## config.mk

```make
export PLATFORM = sky130hd
export DESIGN_NAME = synth_voice_allocator_top
export DESIGN_NICKNAME = d
export VERILOG_FILES = /design/src/sva_pkg.sv /design/src/synth_voice_allocator_top.sv
export SDC_FILE = /design/constraint.sdc
export NUM_CORES = 1
export LEC_CHECK = 0
export BUFFER_PORTS_ARGS = -buffer_cell sky130_fd_sc_hd__buf_2
export CAP_MARGIN = 20
export CORE_MARGIN = 2
export CORE_UTILIZATION = 45
export DETAILED_ROUTE_END_ITERATION = 16
export GPL_TIMING_DRIVEN = 0
export PLACE_DENSITY = 0.67
export SLEW_MARGIN = 25
export SYNTH_ARGS = -nofsm -noshare
export SYNTH_HDL_FRONTEND = slang
export SYNTH_SLANG_ARGS = --single-unit
```

## constraint.sdc

```tcl
create_clock -name clk -period 9.1 [get_ports clk]
set_clock_uncertainty 0.15 [all_clocks]
set_input_delay 0.91 -clock clk [delete_from_list [all_inputs] [get_ports clk]]
set_output_delay 0.91 -clock clk [all_outputs]
set_load 0.05 [all_outputs]
```

## src/sva_pkg.sv

```systemverilog
// Package for the synthesizer voice allocator.
// Holds the request and result types, status and sequencer codes and constants.
// No dependencies.
package sva_pkg;

  typedef enum logic [1:0] {
    V_OFF = 2'd0,
    V_ON  = 2'd1,
    V_SUS = 2'd2,
    V_REL = 2'd3
  } vstat_t;

  typedef enum logic [1:0] {
    S_IDLE,
    S_SCAN,
    S_DONE
  } seq_state_t;

  localparam logic [2:0] F_NOTE_ON    = 3'd0;
  localparam logic [2:0] F_NOTE_OFF   = 3'd1;
  localparam logic [2:0] F_PEDAL      = 3'd2;
  localparam logic [2:0] F_ALL_NOTES  = 3'd3;
  localparam logic [2:0] F_ALL_SOUNDS = 3'd4;
  localparam logic [2:0] F_VOICE_DONE = 3'd5;

  localparam logic REG_VOICE_LIMIT = 1'b0;
  localparam logic REG_MONO_MODE   = 1'b1;

  localparam logic [10:0] PRI_REL_DROP = 11'd2000;
  localparam logic [10:0] PRI_SUS_DROP = 11'd1000;
  localparam logic [6:0]  PEDAL_HELD_MIN = 7'd64;

  typedef struct packed {
    logic [2:0] func;
    logic [6:0] key;
    logic [6:0] velocity;
    logic [6:0] pedal_value;
    logic [3:0] done_voice;
  } in_req_t;

  typedef struct packed {
    logic [3:0] voice_index;
    logic       took_voice;
    logic       stolen;
    logic [6:0] start_velocity;
    logic [4:0] changed_count;
  } out_res_t;

endpackage

```

## src/synth_voice_allocator_top.sv

```systemverilog
// Top level of the synthesizer voice allocator.
// Uses sva_pkg for the request and result types and the status codes.
//
// Usage: a request is taken on in_req at a clock edge where start is high and
// busy is low. Each request yields exactly one result on out_res, valid for one
// cycle while out_strobe is high; the receiver cannot stall it.
// A request walks the voices in use one per cycle through a single shared
// compare and priority unit. A scanning request keeps busy high for the whole
// walk and the S_DONE state; the strobe comes in the next cycle, which is
// also the first idle one, so a new request is taken only once the last one's
// result is out. Mono note on, an out-of-range voice done and unknown codes
// skip the walk; voice done looks at its one voice only.
// The voice walk runs in the S_SCAN state; busy stays high for the
// whole walk, and a new request may be taken at the edge that ends the strobe.
// Configuration writes on cfg_we, cfg_index and cfg_wdata take effect at once;
// the user must make them only while the block is idle (unchecked in the block).
// Reset clears every voice to off, the note counter, the pedal, and sets the
// voice limit to 16 in polyphonic mode.
module synth_voice_allocator_top
  import sva_pkg::*;
#(
  parameter int MAX_VOICES = 16
) (
  input  logic       clk,
  input  logic       rst_n,
  input  logic       start,
  output logic       busy,
  input  in_req_t    in_req,
  output logic       out_strobe,
  output out_res_t   out_res,
  input  logic       cfg_we,
  input  logic       cfg_index,
  input  logic [4:0] cfg_wdata
);

  localparam int NCAP = (MAX_VOICES < 16) ? MAX_VOICES : 16;
  localparam int VW   = (MAX_VOICES > 1) ? $clog2(MAX_VOICES) : 1;
  localparam int CW   = (NCAP > 1) ? $clog2(NCAP) : 1;

  function automatic logic [4:0] voices_used(input logic [4:0] limit, input logic mono);
    logic [4:0] n;
    n = limit;
    if (mono) begin
      n = 5'd1;
    end else if (limit == 5'd0) begin
      n = 5'd1;
    end else if (limit > 5'(NCAP)) begin
      n = 5'(NCAP);
    end
    return n;
  endfunction

  seq_state_t state_r, state_nxt;
  in_req_t    req_r;
  logic [CW-1:0] scan_r;
  logic [4:0]    cnt_r;
  logic          free_found_r;
  logic [VW-1:0] free_idx_r;
  logic          best_valid_r;
  logic [32:0]   best_key_r;
  logic [VW-1:0] best_idx_r;
  logic          best_chg_r;
  logic [31:0]   counter_r;
  logic          pedal_r;
  logic [4:0]    limit_r;
  logic          mono_r;
  vstat_t        status_r [MAX_VOICES];
  logic [6:0]    key_r    [MAX_VOICES];
  logic [31:0]   nn_r     [MAX_VOICES];
  out_res_t      out_r;
  logic          out_strobe_r;

  logic [4:0]    n_use;
  logic [4:0]    n_cfg;
  logic          scan_last;
  logic          in_dv_in_range;
  logic [VW-1:0] addr;
  vstat_t        cur_st;
  vstat_t        new_st;
  logic [6:0]    cur_key;
  logic [31:0]   age;
  logic [10:0]   drop;
  logic [32:0]   pri_key;
  logic          is_note_on;
  logic [VW-1:0] start_idx;
  logic          steal;
  out_res_t      res_nxt;

  assign n_use          = voices_used(limit_r, mono_r);
  assign n_cfg          = voices_used(cfg_wdata, 1'b0);
  assign scan_last      = (scan_r == CW'(n_use - 5'd1));
  assign in_dv_in_range = (int'(in_req.done_voice) < MAX_VOICES);
  assign addr = (req_r.func == F_VOICE_DONE) ? VW'(req_r.done_voice) : VW'(scan_r);
  assign cur_st  = status_r[addr];
  assign cur_key = key_r[addr];
  assign age     = counter_r - nn_r[addr];
  assign drop    = (new_st == V_REL) ? PRI_REL_DROP :
                   (new_st == V_SUS) ? PRI_SUS_DROP : 11'd0;
  assign pri_key = {1'b0, age} + 33'(drop);

  always_comb begin
    new_st = cur_st;
    unique case (req_r.func)
      F_NOTE_ON: begin
        if (cur_key == req_r.key && (cur_st == V_ON || cur_st == V_SUS)) begin
          new_st = V_REL;
        end
      end
      F_NOTE_OFF: begin
        if (cur_st == V_ON && (mono_r || cur_key == req_r.key)) begin
          new_st = pedal_r ? V_SUS : V_REL;
        end
      end
      F_PEDAL: begin
        if (!pedal_r && cur_st == V_SUS) begin
          new_st = V_REL;
        end
      end
      F_ALL_NOTES: begin
        if (cur_st == V_ON || cur_st == V_SUS) begin
          new_st = V_REL;
        end
      end
      F_ALL_SOUNDS, F_VOICE_DONE: begin
        new_st = V_OFF;
      end
      default: begin
        new_st = cur_st;
      end
    endcase
  end

  always_comb begin
    state_nxt = state_r;
    unique case (state_r)
      S_IDLE: begin
        if (start) begin
          if ((in_req.func == F_NOTE_ON && mono_r) ||
              (in_req.func == F_VOICE_DONE && !in_dv_in_range) ||
              (in_req.func > F_VOICE_DONE)) begin
            state_nxt = S_DONE;
          end else begin
            state_nxt = S_SCAN;
          end
        end
      end
      S_SCAN: begin
        if (req_r.func == F_VOICE_DONE || scan_last) begin
          state_nxt = S_DONE;
        end
      end
      S_DONE: begin
        state_nxt = S_IDLE;
      end
      default: begin
        state_nxt = S_IDLE;
      end
    endcase
  end

  always_comb begin
    busy       = (state_r != S_IDLE);
    is_note_on = (req_r.func == F_NOTE_ON);
    steal      = is_note_on && !mono_r && !free_found_r;
    if (mono_r) begin
      start_idx = '0;
    end else if (free_found_r) begin
      start_idx = free_idx_r;
    end else begin
      start_idx = best_idx_r;
    end
    res_nxt = '0;
    res_nxt.changed_count = cnt_r - {4'd0, steal & best_chg_r};
    if (is_note_on) begin
      res_nxt.voice_index    = 4'(start_idx);
      res_nxt.took_voice     = 1'b1;
      res_nxt.stolen         = steal;
      res_nxt.start_velocity = req_r.velocity;
    end
  end

  always_ff @(posedge clk) begin
    if (!rst_n) begin
      state_r      <= S_IDLE;
      out_strobe_r <= 1'b0;
      counter_r    <= '0;
      pedal_r      <= 1'b0;
      limit_r      <= 5'd16;
      mono_r       <= 1'b0;
      for (int i = 0; i < MAX_VOICES; i++) begin
        status_r[i] <= V_OFF;
        key_r[i]    <= '0;
        nn_r[i]     <= '0;
      end
    end else begin
      state_r      <= state_nxt;
      out_strobe_r <= (state_r == S_DONE);
      unique case (state_r)
        S_IDLE: begin
          if (start) begin
            req_r        <= in_req;
            scan_r       <= '0;
            cnt_r        <= '0;
            free_found_r <= 1'b0;
            best_valid_r <= 1'b0;
            if (in_req.func == F_PEDAL) begin
              pedal_r <= (in_req.pedal_value >= PEDAL_HELD_MIN);
            end else if (in_req.func == F_ALL_NOTES) begin
              pedal_r <= 1'b0;
            end
          end
        end
        S_SCAN: begin
          status_r[addr] <= new_st;
          scan_r         <= scan_r + CW'(1);
          if (new_st != cur_st) begin
            cnt_r <= cnt_r + 5'd1;
          end
          if (is_note_on) begin
            if (!free_found_r && new_st == V_OFF) begin
              free_found_r <= 1'b1;
              free_idx_r   <= addr;
            end
            if (!best_valid_r || pri_key > best_key_r) begin
              best_valid_r <= 1'b1;
              best_key_r   <= pri_key;
              best_idx_r   <= addr;
              best_chg_r   <= (new_st != cur_st);
            end
          end
        end
        S_DONE: begin
          out_r <= res_nxt;
          if (is_note_on) begin
            status_r[start_idx] <= V_ON;
            key_r[start_idx]    <= req_r.key;
            nn_r[start_idx]     <= counter_r;
            counter_r           <= counter_r + 32'd1;
          end
        end
        default: begin
        end
      endcase
      if (cfg_we) begin
        if (cfg_index == REG_VOICE_LIMIT) begin
          limit_r <= cfg_wdata;
          for (int i = 0; i < MAX_VOICES; i++) begin
            if (!mono_r && i >= int'(n_cfg)) begin
              status_r[i] <= V_OFF;
            end
          end
        end else begin
          mono_r <= cfg_wdata[0];
          for (int i = 0; i < MAX_VOICES; i++) begin
            if (cfg_wdata[0] && !mono_r) begin
              status_r[i] <= V_OFF;
            end
          end
        end
      end
    end
  end

  assign out_strobe = out_strobe_r;
  assign out_res    = out_r;

endmodule
```

==> qor_table.md <==
| Metric | Value |
|:---|:---|
| Die span in y | 307 um |
| Clock latency on the worst-skew pair | 0.68 ns |
| Longest Clk Path Bufs | 3 |
| Flip-flop cell with the highest count after synthesis | sky130_fd_sc_hd__edfxtp_1 |
| Worst setup path category | reg -> reg |
| Library cell occupying the most area in the post-synthesis netlist | sky130_fd_sc_hd__edfxtp_1 |
| Count of buffers from port buffering | 50 |
| Area taken by flip-flops and latches | 23,300 sq um |
| Worst setup EP type | flip-flop |
| Detailed-route via count | 32,068 |
| Worst supply voltage drop on vdd | 0.138 mV |
| Leftover overflow at the end of global routing | 0 |
| Launch point of the worst path | req_r[26]$_DFFE_PP_ |
| Aggregate global-route resource usage | 28.2% |
| Number of detailed-route iterations in the first pass | 6 |
| Count of hold buffers inserted by post-cts repair | 0 |
| Non-filler instance count after layout | 5,329 |
| Number of I/O pins | 58 |
| Vias in the first global route | 31,016 |
| Remaining DRCs | 0 |
| Fraction of final layout cells sized beyond drive strength 1 | 14.3% |
| Nature of the critical path startpoint | flip-flop |
| Post-synthesis async set-or-reset flop share | 0% |
| Horizontal die dimension | 307 um |
| Wire length of the first global-routing pass | 198,000 um |
| Max-cap check violation count | 0 |
| Top fanout value on the critical path | 10 |
| Area Overhead vs Synth | 17.8% |
| Synthesized cell area | 41,400 sq um |
| Cell count after synthesis | 3,841 |
| Slew at the pin closest to its max-slew limit | 1.12 ns |
| Startpoint of the lowest-slack register-to-register path | req_r[26]$_DFFE_PP_ |
| Slowest stage delay, CP | 0.47 ns |
| Warnings, synthesis | 0 |
| Post-layout total power | 9.48 mW |
| Run status | finished clean |
| DP Area | 44,400 sq um |
| Design area | 48,800 sq um |
| Min-delay worst type | in -> reg |
| Part of the Yosys area used for sequential elements | 56.2% |
| Initial standard-cell utilization of the core | 45.3% |
| Count of endpoints failing hold in the final timing report | 0 |
| Post-route antenna net violation count | 0 |
| Proportion of netlist area held by the largest area contributor | 54.2% |
| Post-synthesis net count | 3,961 |
| Cell at the root of the clock tree | sky130_fd_sc_hd__clkbuf_16 |
| Final-stage net count | 4,191 |
| Final core occ | 53.4% |
| Part of the cycle the worst path needs | 97.4% |
| Routed WL | 135,000 um |
| Leak | 18.2 nW |
| Average instance area after synthesis | 10.8 sq um |
| Min-Delay Startpoint | in_req[14] |
| CP Data Required Time | 9.36 ns |
| Number of levels the H-tree was split into | 3 |
| Die area | 94,500 sq um |
| Final HPWL DP | 95,800 um |
| Cell type with the highest occurrence count on the critical path | sky130_fd_sc_hd__a21o_1 |
| Total area of multi-input combinational cells | 17,300 sq um |
| Number of antenna violations at the first check in global routing | 9 |
| Number of placed cells counting well taps | 5,118 |
| Placement Rows | 111 |
| Fill cell count | 7,727 |
| Most area-consuming cells after synthesis | sky130_fd_sc_hd__edfxtp_1 (54%), sky130_fd_sc_hd__and2_1 (9.3%), sky130_fd_sc_hd__nand2_1 (5.7%) |
| Slew headroom | 25.0% |
| Initial drt markers | 4,413 |
| Routability-driven placement congestion ratio | 0.914 |
| Maximum clock frequency | 113 MHz |
| Number of vias per cell | 6.02 |
| Power per standard cell area | 194 nW/um^2 |
| Core area | 91,500 sq um |
| Data arrival time of the worst path | 9.13 ns |
| Clk sink count | 790 |
| CTS clk-pin slew, worst paths | 0.06 ns |
| Wirelength per Cell | 25.3 um |
| CTS buffer count | 86 |
| Pin count of the biggest net entering global routing | 22 |
| TritonCTS clock tree | built |
| Slowest stage cell on the critical path | sky130_fd_sc_hd__edfxtp_1 |
| Final critical-path required period | 8.87 ns |
| Cell variety after synth | 99 |
| Flops & latches, synth | 790 |
| Number of pins exceeding their max-slew limit in the final report | 0 |
| Number of endpoints failing setup at the final stage | 0 |
| EDFF count, synth | 748 |
## layout by cell type, fill, tap and decap left out, types with 26 or more instances in the layout
| master | count |
|---|---|
| sky130_fd_sc_hd__dfxtp_1 | 42 |
| sky130_fd_sc_hd__a21o_1 | 30 |
| sky130_fd_sc_hd__and2_1 | 617 |
| sky130_fd_sc_hd__a311oi_1 | 56 |
| sky130_fd_sc_hd__xnor2_1 | 59 |
| sky130_fd_sc_hd__a21oi_1 | 62 |
| sky130_fd_sc_hd__nand4_1 | 26 |
| sky130_fd_sc_hd__clkbuf_16 | 92 |
| sky130_fd_sc_hd__nor3_1 | 71 |
| sky130_fd_sc_hd__clkbuf_1 | 185 |
| sky130_fd_sc_hd__and3_1 | 51 |
| sky130_fd_sc_hd__nor2_1 | 121 |
| sky130_fd_sc_hd__mux2i_1 | 47 |
| sky130_fd_sc_hd__ha_1 | 76 |
| sky130_fd_sc_hd__buf_4 | 58 |
| sky130_fd_sc_hd__clkbuf_2 | 30 |
| sky130_fd_sc_hd__xor2_1 | 39 |
| sky130_fd_sc_hd__a31o_2 | 33 |
| sky130_fd_sc_hd__inv_1 | 67 |
| sky130_fd_sc_hd__buf_16 | 31 |
| sky130_fd_sc_hd__mux4_2 | 30 |
| sky130_fd_sc_hd__o21ai_0 | 44 |
| sky130_fd_sc_hd__nand3_1 | 297 |
| sky130_fd_sc_hd__buf_2 | 59 |
| sky130_fd_sc_hd__nand2_1 | 629 |
| sky130_fd_sc_hd__edfxtp_1 | 748 |
## cells by family (layout without fill, tap and decap cells)
kind of cell | Yosys count | in the layout | share of synthesized area (%)
other cells | 0 | 1 | 0
mux | 92 | 92 | 3.45
flops | 790 | 790 | 56.2
fa+ha+maj | 84 | 84 | 2.54
simple gates | 1951 | 1958 | 24.0
xor+xnor | 100 | 100 | 2.11
compound gates | 434 | 435 | 7.81
buf+inv | 390 | 683 | 3.82
## flip-flops by register name, summed over array words and instances, names as in the netlist, 5 cells and up
name        count
best_key_r     33
cnt_r           5
counter_r      32
key_r         112
limit_r         5
nn_r          512
out_res        18
req_r          21
status_r       32
## final timing paths
kind / slack [ns] / cells past startpoint / to
hold reg to reg: 0.37 / 1 / out_res[11]$_SDFFCE_PN0P_
setup / recovery: 0.23 / 38 / best_key_r[17]$_DFFE_PP_
hold / removal: 0.27 / 1 / req_r[14]$_DFFE_PP_
setup reg to reg: 0.23 / 38 / best_key_r[17]$_DFFE_PP_
## metrics by stage
step / hold slack [ns] / setup slack [ns] / TNS, ns
detailed placement: 0.356 / -2.70 / -104.61
CTS: 0.251 / 0.0175 / 0
global route: 0.269 / -0.0455 / -1.19
global placement: 0.347 / -2.61 / -1026.99
finish: 0.272 / 0.233 / 0
floorplan: 0.335 / 0.215 / 0
## cells in the mapped netlist (19+ instances only)
| cell type | number |
|---|---|
| sky130_fd_sc_hd__a211oi_1 | 24 |
| sky130_fd_sc_hd__a21o_1 | 31 |
| sky130_fd_sc_hd__a21oi_1 | 65 |
| sky130_fd_sc_hd__a311oi_1 | 68 |
| sky130_fd_sc_hd__a31o_2 | 35 |
| sky130_fd_sc_hd__a31oi_1 | 19 |
| sky130_fd_sc_hd__and2_1 | 618 |
| sky130_fd_sc_hd__and3_1 | 52 |
| sky130_fd_sc_hd__buf_1 | 33 |
| sky130_fd_sc_hd__clkbuf_1 | 254 |
| sky130_fd_sc_hd__dfxtp_1 | 42 |
| sky130_fd_sc_hd__edfxtp_1 | 748 |
| sky130_fd_sc_hd__ha_1 | 81 |
| sky130_fd_sc_hd__inv_1 | 68 |
| sky130_fd_sc_hd__mux2i_1 | 47 |
| sky130_fd_sc_hd__mux4_2 | 30 |
| sky130_fd_sc_hd__nand2_1 | 631 |
| sky130_fd_sc_hd__nand3_1 | 304 |
| sky130_fd_sc_hd__nand4_1 | 26 |
| sky130_fd_sc_hd__nor2_1 | 128 |
| sky130_fd_sc_hd__nor2b_1 | 20 |
| sky130_fd_sc_hd__nor3_1 | 72 |
| sky130_fd_sc_hd__o21ai_0 | 64 |
| sky130_fd_sc_hd__xnor2_1 | 61 |
| sky130_fd_sc_hd__xor2_1 | 39 |
## final cells by class
| class | count | area share (%) |
|---|---|---|
| Tap cell | 1186 | 3.04 |
| Clock inverter | 56 | 1.38 |
| Sequential cell | 790 | 47.7 |
| Inverter | 75 | 0.587 |
| Buffer | 314 | 3.95 |
| Multi-Input combinational cell | 2669 | 35.4 |
| Timing Repair Buffer | 135 | 3.24 |
| Antenna cell | 1 | 0.00512 |
| Clock buffer | 103 | 4.65 |
## critical path: cells and delay by family, from the launching register on
kind,cells,cell delay [ns]
AO/OA/AOI/OAI,20,4.28
buffers and inverters,6,1.28
AND/OR/NAND/NOR,6,0.94
adder cells (fa/ha/maj),3,0.78
flip-flops,1,0.47
XOR/XNOR,2,0.41
multiplexers,1,0.29
## repair_timing
action / CTS / global route
pin swaps: 14 / 34
setup buffers: 12 / 31
endpoints found under the setup margin: 39 / 39
gates cloned: 6 / 3
resized for setup: 195 / 177
## per-layer routing
layer	share of wire, %	track usage [%]	routed length [um]	up-vias
met4	3.8	11.7	5090	10
met1	39	37.2	52000	15533
met5	0.052	0	70	-
met3	12	6.89	16100	352
met2	46	44.6	61700	1975
li1	-	-	-	14198
## where the power goes
part	total (mW)	switching, mW	internal [mW]
sequential	4.18	0.0507	4.13
combinational	1.57	0.995	0.579
clock	3.73	1.52	2.21
total	9.48	2.57	6.91
No activity file was read; power rests on OpenSTA's default activity.
